[src/hw/rtl/iparp_ram.sv]
// ----------------------------------------------------------------------------
// iparp_ram
// Generic simple dual-port RAM: one write port, one read port, registered
// read data.
// ----------------------------------------------------------------------------
module iparp_ram #(
  parameter int unsigned Width = 8,
  parameter int unsigned Depth = 16
) (
  input  logic                     clk_i,
  input  logic                     we_i,
  input  logic [$clog2(Depth)-1:0] waddr_i,
  input  logic [Width-1:0]         wdata_i,
  input  logic [$clog2(Depth)-1:0] raddr_i,
  output logic [Width-1:0]         rdata_o
);

  logic [Width-1:0] mem_q [Depth];
  logic [Width-1:0] rdata_q;

  always_ff @(posedge clk_i) begin
    if (we_i) begin
      mem_q[waddr_i] <= wdata_i;
    end
    rdata_q <= mem_q[raddr_i];
  end

  assign rdata_o = rdata_q;

endmodule

[config.mk]
export PLATFORM = sky130hd
export DESIGN_NAME = iparp_ram
export DESIGN_NICKNAME = d
export VERILOG_FILES = /design/src/hw/rtl/iparp_ram.sv
export SDC_FILE = /design/constraint.sdc
export NUM_CORES = 1
export LEC_CHECK = 0
export BUFFER_PORTS_ARGS = -buffer_cell sky130_fd_sc_hd__buf_2
export CORE_ASPECT_RATIO = 0.9
export CORE_MARGIN = 3
export CORE_UTILIZATION = 40
export DETAILED_ROUTE_END_ITERATION = 6
export PLACE_DENSITY = 0.6
export SLEW_MARGIN = 5
export SYNTH_ARGS = -nofsm -noshare
export SYNTH_HDL_FRONTEND = slang
export SYNTH_SLANG_ARGS = --single-unit
[constraint.sdc]
create_clock -name clk_i -period 5.3 [get_ports clk_i]
set_clock_uncertainty 0.1 [all_clocks]
set_input_delay 0.53 -clock clk_i [delete_from_list [all_inputs] [get_ports clk_i]]
set_output_delay 0.53 -clock clk_i [all_outputs]
set_load 0.005 [all_outputs]
==> out/metrics.cfg <==
[outcome]
status=completed

[setup_path]
required_ns=5.48
path_max_fanout=32
start_kind=primary input
cpPeakStageDelay_ns=0.81
arrival_ns=2.48
reg2regPathDepth=3
slowest_stage=buf_2
crit_path_end_kind=register
crit_buf_inv=1
worst-setup-path-type=primary input to register
worstPathCellList=buf_2 -> mux4_1 -> a22oi_1 -> nand2_1
r2r_setup_slack_ns=3.76
cp_top_family=buffers and inverters
rr_endpoint=rdata_o[4]$_DFF_P_
rr_startpoint=mem_q[11][4]$_DFFE_PP_

[final_layout]
nets=283
nFillCells=979
drive_above_1_share=0.277
stdcell_area_sq_um=6020
area_growth_pct=17.0
seq_area_sq_um=4000
num_antenna_cells=0
multi_input_area_sq_um=1070

[synthesis]
synth_mux_area_frac=0.150
synth_flop_cell=edfxtp_1
yosysTopAreaCellShare=0.747
synth_top_family_by_area=multiplexers
ys_async_sr_fraction=0
syn_area_per_cell_sq_um=22.5
synth_largest_area_cell=edfxtp_1
synth_compound_area_frac=0.0233
synth_xor_xnor_area_share=0
synth_most_common_cell=edfxtp_1
post_synth_main_area_contributors=edfxtp_1 (75%), mux4_2 (7.9%), mux4_1 (7.1%)
synthDistinctLibCells=19
syn_nets=247
ys_seq_elements=136
yosys.area_share.simple=0.0318
syn_inst=229
syn-cell-area_sq_um=5150
synth_edf_count=128
ys_seq_area_frac=0.778
synthTopCellsByCount=edfxtp_1 (128), mux4_2 (18), a22oi_1 (16)
ys.warnings.count=0
synth_fa_ha_area_frac=0

[placement]
placed_cell_area_sq_um=5410
place_hpwl_um=6140
place.gp.congestion=0.730
port_buffers=25

[clock_tree]
cts_tree=done
clkSinkCount=136
clock_path_buffers=2
path_clk_slew_ns=0.06
cts_buffers=17
cts_resized=0
cts_hold_buf=0
clock-root-buffer=clkbuf_16
insertion_delay_ns=0.41
cts_setup_buffers=0
htreeDepth=4

[floorplanning]
die-width_um=126
die_area_sq_um=14300
die_h_um=114
initial_core_util=0.418
rows=38
pin_count=26
core_area_sq_um=12300

[hold_path]
whs_path_depth=1
hp-start=wdata_i[0]
min_to=mem_q[14][0]$_DFFE_PP_
min_path_type=primary input to register

[sta]
finalCritPeriodShare=0.436
maxSlewViolCount=0
min_period_ns=2.31
rsz0062_at_grt=false
finalHoldViolCount=0
relSlewSlack=0.218
max_freq_mhz=433
tightest_slew_ns=1.17
setup_violations=0
setup_tns_ns=0

[global_routing]
grt_overflow=0
grt_pass1_vias=2407
grt_max_degree=33
track_usage=0.149
antenna_found_initial=0
grt_pass1_wl_um=15100

[pwr]
pwr-share-clk=0.477
ir_worst_vdd_mv=0.212
comb_power_share=0.042
switchingPower_mw=0.484
leakage_nw=1.99
total_power_mw=2.51
p_sw_frac=0.193
seq_power_share=0.481
internal_power_mw=2.03
p_per_area_nw_per_um2=417

[drt]
ant_nets=0
wire_per_inst_um=22.8
first_pass_iters=4
drtIter0Drc=242
via_per_inst=5.35
drc=0
wl_um=10000
vias=2343

[run]
cap_violations=0

## cell type report
class | instances | share of cell area
multi-input combinational | 83 | 0.177
tap | 160 | 0.0332
timing repair buffer | 27 | 0.0233
clock buffer | 19 | 0.0719
clock inverter | 13 | 0.0299
sequential | 136 | 0.665
## through the flow
stage | instances | util | setup WS, ns | hold slack, ns
after global routing | 438 | 0.489 | 2.87 | 0.397
after global placement | 406 | 0.439 | 2.48 | 0.552
final | 438 | 0.489 | 2.99 | 0.398
after floorplan | 229 | - | 3.18 | 0.529
after CTS | 438 | 0.489 | 2.94 | 0.381
after detailed placement | 406 | 0.439 | 2.50 | 0.566
## cell families after synthesis
logic type	Yosys count
AOI/OAI and AO/OA	16
and+or+nand+nor	35
buffers and inverters	10
muxes	32
DFF	136
## state kept, by name, summed over array words and instances (netlist names)
signal   count
mem_q      128
rdata_o      8
## worst register-to-register path, delay by kind of cell, from the launching register on
family / cells / cell delay [ns]
simple gates: 1 / 0.09
flops: 1 / 0.36
mux: 1 / 0.48
compound gates: 1 / 0.38
## power by group through the flow
stage	Clock, mW	Combinational, mW	Sequential [mW]
after floorplan	0	0.0610	1.23
after global placement	0	0.105	1.23
after detailed placement	0	0.107	1.23
after CTS	1.22	0.107	1.21
after global routing	1.27	0.114	1.21
final	1.20	0.105	1.21
## routing by layer
metal / vias to the layer above / part of all wire / track usage
li1: 1048 / - / -
met1: 1221 / 0.46 / 0.209
met5: - / 0 / 0
met3: 8 / 0.049 / 0.0346
met4: 0 / 0.0082 / 0.0650
met2: 66 / 0.48 / 0.226
## worst max-delay path by stage
stage,from,endpoint,slack [ns],cells past startpoint
6_report,raddr_i[0],rdata_o[4]$_DFF_P_,2.99,4
4_1_cts,raddr_i[0],rdata_o[4]$_DFF_P_,2.94,4
3_5_place_dp,raddr_i[0],rdata_o[4]$_DFF_P_,2.50,4
5_1_grt,raddr_i[0],rdata_o[4]$_DFF_P_,2.87,4
2_1_floorplan,waddr_i[2],mem_q[0][0]$_DFFE_PP_,3.18,2
3_3_place_gp,waddr_i[2],mem_q[0][2]$_DFFE_PP_,2.48,3
## placed cells by master, fill, tap and decap left out, types with 2 or more instances in the layout
master	instances
a22oi_1	16
buf_2	25
buf_4	2
bufinv_16	4
clkbuf_1	2
clkbuf_16	17
clkinv_2	2
clkinvlp_4	5
dfxtp_1	8
edfxtp_1	128
mux4_1	14
mux4_2	18
nand2_1	9
nand2b_1	2
nand3b_1	2
nor2_1	13
nor3_1	2
nor3_2	2
No activity file was read; power rests on OpenSTA's default activity.
